--- config.mk ---
export PLATFORM = sky130hd
export DESIGN_NAME = integer_to_decimal_ascii
export DESIGN_NICKNAME = d
export VERILOG_FILES = /design/src/itoa_pkg.sv /design/src/itoa_cell.sv /design/src/integer_to_decimal_ascii.sv
export SDC_FILE = /design/constraint.sdc
export NUM_CORES = 1
export LEC_CHECK = 0
export BUFFER_PORTS_ARGS = -buffer_cell sky130_fd_sc_hd__buf_2
export CORE_MARGIN = 1
export CORE_UTILIZATION = 55
export DETAILED_ROUTE_END_ITERATION = 7
export PLACE_DENSITY = 0.74
export SYNTH_ARGS = -nofsm -noshare
export SYNTH_HDL_FRONTEND = slang
export SYNTH_SLANG_ARGS = --single-unit
--- constraint.sdc ---
create_clock -name clk -period 3.99 [get_ports clk]
set_clock_uncertainty 0.15 [all_clocks]
set_input_delay 0.798 -clock clk [delete_from_list [all_inputs] [get_ports clk]]
set_output_delay 0.798 -clock clk [all_outputs]
set_load 0.005 [all_outputs]
--- src/itoa_pkg.sv ---
package itoa_pkg;

	// default sizes
	localparam int MAX_DIGITS_DEF = 20;
	localparam int VALUE_BITS_DEF = 64;

	// width of the two's complement word read in signed mode
	localparam int SIGNED_BITS = 32;

	// character codes
	localparam logic [7:0] CHAR_ZERO  = 8'h30;
	localparam logic [7:0] CHAR_NINE  = 8'h39;
	localparam logic [7:0] CHAR_MINUS = 8'h2D;
	localparam logic [7:0] CHAR_NUL   = 8'h00;

	// request type codes
	localparam logic REQ_UNSIGNED = 1'b0;
	localparam logic REQ_SIGNED   = 1'b1;

	typedef logic [3:0] digit_t;

	// control shared by every digit cell
	typedef struct packed {
		logic load;
		logic conv;
		logic emit;
	} cell_ctl_t;

	// sequencer states
	typedef enum logic [4:0] {
		ST_IDLE  = 5'b00001,
		ST_CONV  = 5'b00010,
		ST_SIGN  = 5'b00100,
		ST_DIGIT = 5'b01000,
		ST_TERM  = 5'b10000
	} state_t;

endpackage

--- src/itoa_cell.sv ---
module itoa_cell import itoa_pkg::*; (
	input  logic      clk,
	input  logic      arst_n,
	input  cell_ctl_t ctl,
	input  logic      bit_in,
	input  digit_t    digit_in,
	output logic      bit_out,
	output digit_t    digit_out
);

	digit_t digit_q;
	digit_t adj;

	// add-three correction before the doubling shift
	always_comb begin
		adj = (digit_q >= 4'd5) ? digit_q + 4'd3 : digit_q;
	end

	assign bit_out   = adj[3];
	assign digit_out = digit_q;

	// clear on load, double and add bit while converting, pass digit up while emitting
	always_ff @(posedge clk or negedge arst_n) begin
		if (!arst_n) begin
			digit_q <= '0;
		end else if (ctl.load) begin
			digit_q <= '0;
		end else if (ctl.conv) begin
			digit_q <= {adj[2:0], bit_in};
		end else if (ctl.emit) begin
			digit_q <= digit_in;
		end
	end

endmodule

--- src/integer_to_decimal_ascii.sv ---
// Sequence: ST_CONV shifts in one input bit per step (32 bits in signed mode, VALUE_BITS
// unsigned), ST_SIGN issues a minus sign for a negative value, ST_DIGIT walks MAX_DIGITS
// digit positions and ST_TERM issues the NUL. Busy holds from acceptance to ST_TERM,
// so a new value is taken only after the previous one is done; characters appear
// one register later. The rate is set by the one-bit-per-cycle shift through the digit
// cells. The receiver cannot stall. Reset clears the sequencer, cells and output strobe.
module integer_to_decimal_ascii import itoa_pkg::*; #(
	parameter int MAX_DIGITS = MAX_DIGITS_DEF,
	parameter int VALUE_BITS = VALUE_BITS_DEF
) (
	input  logic        clk,
	input  logic        arst_n,
	input  logic        start,
	output logic        busy,
	input  logic        req_type,
	input  logic [63:0] value,
	output logic        valid,
	output logic [7:0]  character,
	output logic        last
);

	localparam int BCW       = $clog2(VALUE_BITS + 1);
	localparam int DCW       = $clog2(MAX_DIGITS + 1);
	localparam int SGN_SHIFT = VALUE_BITS - SIGNED_BITS;

	state_t                  state_q;
	logic [VALUE_BITS-1:0]   shift_q;
	logic [BCW-1:0]          bcnt_q;
	logic [DCW-1:0]          dcnt_q;
	logic                    neg_q;
	logic                    seen_q;
	logic                    valid_q;
	logic [7:0]              char_q;
	logic                    last_q;

	logic                    accept;
	cell_ctl_t               ctl;
	logic [MAX_DIGITS:0]     carry;
	digit_t                  dig [MAX_DIGITS+1];
	digit_t                  top_digit;
	logic [SIGNED_BITS-1:0]  lo;
	logic                    lo_neg;
	logic [SIGNED_BITS-1:0]  mag32;
	logic [VALUE_BITS-1:0]   shift_load;
	logic                    skip;

	assign accept = start && !busy;
	assign busy   = (state_q != ST_IDLE);

	// magnitude of the incoming value, left aligned in the shift register
	always_comb begin
		lo     = value[SIGNED_BITS-1:0];
		lo_neg = (req_type == REQ_SIGNED) && lo[SIGNED_BITS-1];
		mag32  = lo_neg ? (~lo + 1'b1) : lo;
		if (req_type == REQ_SIGNED) begin
			shift_load = VALUE_BITS'(mag32) << SGN_SHIFT;
		end else begin
			shift_load = value[VALUE_BITS-1:0];
		end
	end

	// cell control
	always_comb begin
		ctl.load = accept;
		ctl.conv = (state_q == ST_CONV);
		ctl.emit = (state_q == ST_DIGIT);
	end

	// chain of digit cells, least significant at index 0
	assign carry[0] = shift_q[VALUE_BITS-1];
	assign dig[0]   = '0;

	for (genvar i = 0; i < MAX_DIGITS; i++) begin : g_cell
		itoa_cell u_cell (
			.clk      (clk),
			.arst_n   (arst_n),
			.ctl      (ctl),
			.bit_in   (carry[i]),
			.digit_in (dig[i]),
			.bit_out  (carry[i+1]),
			.digit_out(dig[i+1])
		);
	end

	assign top_digit = dig[MAX_DIGITS];

	// leading zeros are dropped unless the value overflowed the digit row
	assign skip = (top_digit == 4'd0) && !seen_q && (dcnt_q > DCW'(1));

	// sequencer
	always_ff @(posedge clk or negedge arst_n) begin
		if (!arst_n) begin
			state_q <= ST_IDLE;
			shift_q <= '0;
			bcnt_q  <= '0;
			dcnt_q  <= '0;
			neg_q   <= 1'b0;
			seen_q  <= 1'b0;
		end else begin
			case (state_q)
				ST_IDLE: begin
					if (accept) begin
						shift_q <= shift_load;
						bcnt_q  <= (req_type == REQ_SIGNED) ? BCW'(SIGNED_BITS)
								: BCW'(VALUE_BITS);
						neg_q   <= lo_neg;
						seen_q  <= 1'b0;
						state_q <= ST_CONV;
					end
				end
				ST_CONV: begin
					shift_q <= shift_q << 1;
					bcnt_q  <= bcnt_q - 1'b1;
					if (carry[MAX_DIGITS]) begin
						seen_q <= 1'b1;
					end
					if (bcnt_q == BCW'(1)) begin
						dcnt_q  <= DCW'(MAX_DIGITS);
						state_q <= neg_q ? ST_SIGN : ST_DIGIT;
					end
				end
				ST_SIGN: begin
					state_q <= ST_DIGIT;
				end
				ST_DIGIT: begin
					dcnt_q <= dcnt_q - 1'b1;
					if (!skip) begin
						seen_q <= 1'b1;
					end
					if (dcnt_q == DCW'(1)) begin
						state_q <= ST_TERM;
					end
				end
				ST_TERM: begin
					state_q <= ST_IDLE;
				end
				default: begin
					state_q <= ST_IDLE;
				end
			endcase
		end
	end

	// output register
	always_ff @(posedge clk or negedge arst_n) begin
		if (!arst_n) begin
			valid_q <= 1'b0;
			char_q  <= CHAR_NUL;
			last_q  <= 1'b0;
		end else begin
			valid_q <= 1'b0;
			last_q  <= 1'b0;
			case (state_q)
				ST_SIGN: begin
					valid_q <= 1'b1;
					char_q  <= CHAR_MINUS;
				end
				ST_DIGIT: begin
					if (!skip) begin
						valid_q <= 1'b1;
						char_q  <= CHAR_ZERO + {4'b0000, top_digit};
					end
				end
				ST_TERM: begin
					valid_q <= 1'b1;
					char_q  <= CHAR_NUL;
					last_q  <= 1'b1;
				end
				default: begin
					valid_q <= 1'b0;
				end
			endcase
		end
	end

	assign valid     = valid_q;
	assign character = char_q;
	assign last      = last_q;

	// an item only comes out of a busy conversion
	a_valid_busy: assert property (@(posedge clk) disable iff (!arst_n)
		valid |-> $past(busy))
		else $error("item strobed without a conversion in progress");

	// an accepted item starts a conversion
	a_accept_busy: assert property (@(posedge clk) disable iff (!arst_n)
		accept |=> busy)
		else $error("accepted item did not start a conversion");

	// the closing item is a strobed NUL
	a_last_nul: assert property (@(posedge clk) disable iff (!arst_n)
		last |-> (valid && character == CHAR_NUL))
		else $error("last flag on something other than a NUL item");

	// every other item is a digit or a minus sign
	a_char_set: assert property (@(posedge clk) disable iff (!arst_n)
		(valid && !last) |-> (character == CHAR_MINUS ||
			(character >= CHAR_ZERO && character <= CHAR_NINE)))
		else $error("unexpected character");

	// the sequencer is already idle while the NUL is shown
	a_idle_after_last: assert property (@(posedge clk) disable iff (!arst_n)
		last |-> !busy)
		else $error("still busy after the closing item");

endmodule
==> key figures <==
GRT
  • M2 GR Usage: 0.429
  • Grt met1 use: 0.373
  • First-pass GRT wire length: 42100 um
  • Met3 GRT Util: 0.0447
  • Total track usage: 0.266
  • Largest net degree at the start of global routing: 83
  • Overflow after GRT: 0
  • Vias in the first global route: 8368
  • Initial antenna violation count: 0
  • Gr busiest metal: met2

Synth
  • Synth Cell Area: 0.0104 mm^2
  • Top FF cell, synth: dfrtp_1
  • Number of library cell types mapped by synthesis: 64
  • Yosys top cell area share: 0.410
  • Post-synth EDFFs: 0
  • Sequential-to-total area share from yosys stat: 0.413
  • Avg Cell Area, Syn: 8.84 um^2
  • Syn. warnings: 0
  • Most common cell in the netlist: dfrtp_1
  • Top cells by count, synth: 170 x dfrtp_1, 117 x a21oi_1, 112 x o21ai_0
  • Post-Synthesis Cells: 1173
  • FFs w/ async S/R, synth: 1.00
  • Post-synth top area cell: dfrtp_1
  • Synth area leaders: dfrtp_1 41%, a21oi_1 5.6%, ha_1 5.6%
  • Seq cells post-synth: 171

Floorplanning
  • Core Area: 0.0182 mm^2
  • Row count: 49
  • Die width: around 140 um
  • IO Count: 79
  • Initial Util: 0.570
  • Die area: just under 0.02 mm^2
  • Chip height: around 140 um

Detailed routing
  • DRT Wirelength: 25300 um
  • DR pass1 iterations: 7
  • Vias per cell: 6.23
  • Initial DRC Count: 838
  • # DRC: 0
  • Vias after detailed routing: ~9000
  • Antenna-violating nets left: 0
  • Drt wl/cell: 17.6 um

Setup path
  • R2R Setup Slk: 1230 ps
  • Crit path DAT: 2890 ps
  • CP Launch Type: flip-flop
  • CP delay by family, top: simple AND/OR/NAND/NOR gates
  • Crit path buf inv count: 0
  • Critical Path Stages: 5
  • Crit Path Class: reg -> reg
  • CP Max Fanout: 27
  • Max incr delay on CP: 600 ps
  • Reg2Reg Depth: 5
  • Critical-path top delay cell: or4_1
  • Worst Setup End Kind: flip-flop
  • Worst EP required: roughly 4100 ps
  • Cell chain of the critical path: nor4_1 > nand2_2 > or4_1 > o311ai_0 > o21ai_0

STA
  • Period Utilization, post-route: 0.691
  • Fmax achieved: 363 MHz
  • RSZ-0062 raised after global routing: false
  • Max-slew violation count: 0
  • Tmin final: approximately 2800 ps
  • Worst hold margin: between 200 and 300 ps
  • Fin Setup TNS: 0 ps
  • Final setup violation count: 0
  • Hold Violations, Final: 0
  • Worst-Margin Slew: about 910 ps
  • Slew margin rel.: 0.392

Cells and area
  • Final Cell Area: ~0.011 mm^2
  • Register area: 0.00428 mm^2
  • Antenna Cells: 0
  • P&R area growth vs syn: 10.6%
  • Multi-input logic area: between 0.005 and 0.006 mm^2
  • Final #Nets: roughly 1300
  • Layout fillers: 1528
  • Layout cell share with drive strength beyond 1: 0.116

Placement
  • Placed inst area: between 0.01 and 0.015 mm^2
  • Hpwl dp: 16500 um
  • Routability cong.: ~0.85
  • Port buffer count: 76

CTS
  • Total CTS buffers: 17
  • CTS HTree Levels: 4
  • Sink Count: 171
  • Clock transition at path regs: ~60 ps
  • Setup bufs post-CTS: 0
  • Clock latency on the worst-skew pair: 420 ps
  • Clk root buf: clkbuf_16
  • PostCTS Resize Cnt: 0
  • CTS tree: yes
  • Clock buffer depth: 2
  • Hold buffers post-CTS: 0

Run
  • Max-cap violations: 0

Run status
  • Outcome: complete, no violations

Pwr
  • Max IR drop VDD: 320 uV
  • Leak: roughly 5.5 nW
  • Power Density: 583 mW/mm^2

Min path
  • Hold Path Class: in -> async
-- power by group --
group,internal [W],switching [W],leakage (nW)
Sequential,0.00214,0.000474,2.23
Combinational,0.00115,0.00123,2.96
Clock,0.000996,0.000695,0.285
Total,0.00429,0.00240,5.47
-- cell type report --
cell class,instances,area share
Clock inverter,11,0.0128
Multi-Input combinational cell,834,0.476
Sequential cell,171,0.373
Timing Repair Buffer,92,0.0474
Clock buffer,19,0.0386
Inverter,84,0.0275
Tap cell,229,0.0250
-- state kept, by name, indices dropped and copies added, names as in the netlist --
signal,count
neg_q,1
g_cell.u_cell.digit_out,80
valid,1
bcnt_q,7
state_q,5
seen_q,1
character,6
last,1
dcnt_q,5
shift_q,64
-- layer usage --
metal / part of all wire / vias up / wire (um)
met5: 0 / - / 0
met1: 0.46 / 4358 / 11700
met3: 0.053 / 24 / 1340
met2: 0.47 / 264 / 12000
met4: 0.013 / 0 / 325
li1: - / 4320 / -
-- worst reg2reg max path: stages, from the launching register on --
cell and delay [ps]:
dfrtp_1 540, nor4_1 480, nand2_2 370, or4_1 620
o311ai_0 310, o21ai_0 150
-- cells in the final DEF (no fill, tap or decap), drive strengths merged, types with 16 or more instances in the layout --
cell	netlist	final
nor2	43	43
nor3	29	29
mux2i	20	20
buf	20	92
dfrtp	170	170
xnor2	36	36
clkbuf	65	19
inv	84	85
nand2b	38	38
a32oi	16	16
o21ai	118	118
ha	46	46
and3	27	27
o221ai	18	18
nand3	18	18
a222oi	31	31
a21oi	117	117
nand2	109	109
-- path summary, 6_finish.rpt --
path	start	to
setup / recovery	state_q[4]$_DFFE_PN0P_	bcnt_q[5]$_DFFE_PN0P_
hold / removal	arst_n	character[1]$_DFFE_PN0P_
setup reg to reg	state_q[4]$_DFFE_PN0P_	bcnt_q[5]$_DFFE_PN0P_
hold reg to reg	shift_q[35]$_DFFE_PN0P_	shift_q[35]$_DFFE_PN0P_
max in group asynchronous	arst_n	g_cell[3].u_cell.digit_out[0]$_DFFE_PN0P_
min in group clk	shift_q[35]$_DFFE_PN0P_	shift_q[35]$_DFFE_PN0P_
-- logic make-up (layout without fill, tap and decap cells) --
group | Yosys count | in the layout | share of synthesized area
compound gates | 399 | 399 | 0.249
simple gates | 317 | 317 | 0.156
flops | 171 | 171 | 0.413
buf+inv | 169 | 206 | 0.0646
xor+xnor | 50 | 50 | 0.0422
fa+ha+maj | 46 | 46 | 0.0555
mux | 20 | 20 | 0.0193
other cells | 1 | 2 | 0.000362
-- per-stage QoR --
stage / setup WS, ps / util / std cells / power [W]
3_3_place_gp: 1010 / 0.598 / 1410 / 0.00489
3_5_place_dp: 983 / 0.598 / 1410 / 0.00500
6_report: 1230 / 0.630 / 1440 / 0.00669
5_1_grt: 994 / 0.630 / 1440 / 0.00722
2_1_floorplan: 1210 / - / 1174 / 0.00444
4_1_cts: 1250 / 0.630 / 1440 / 0.00672
Note: power is estimated with default switching activity, not from simulation.
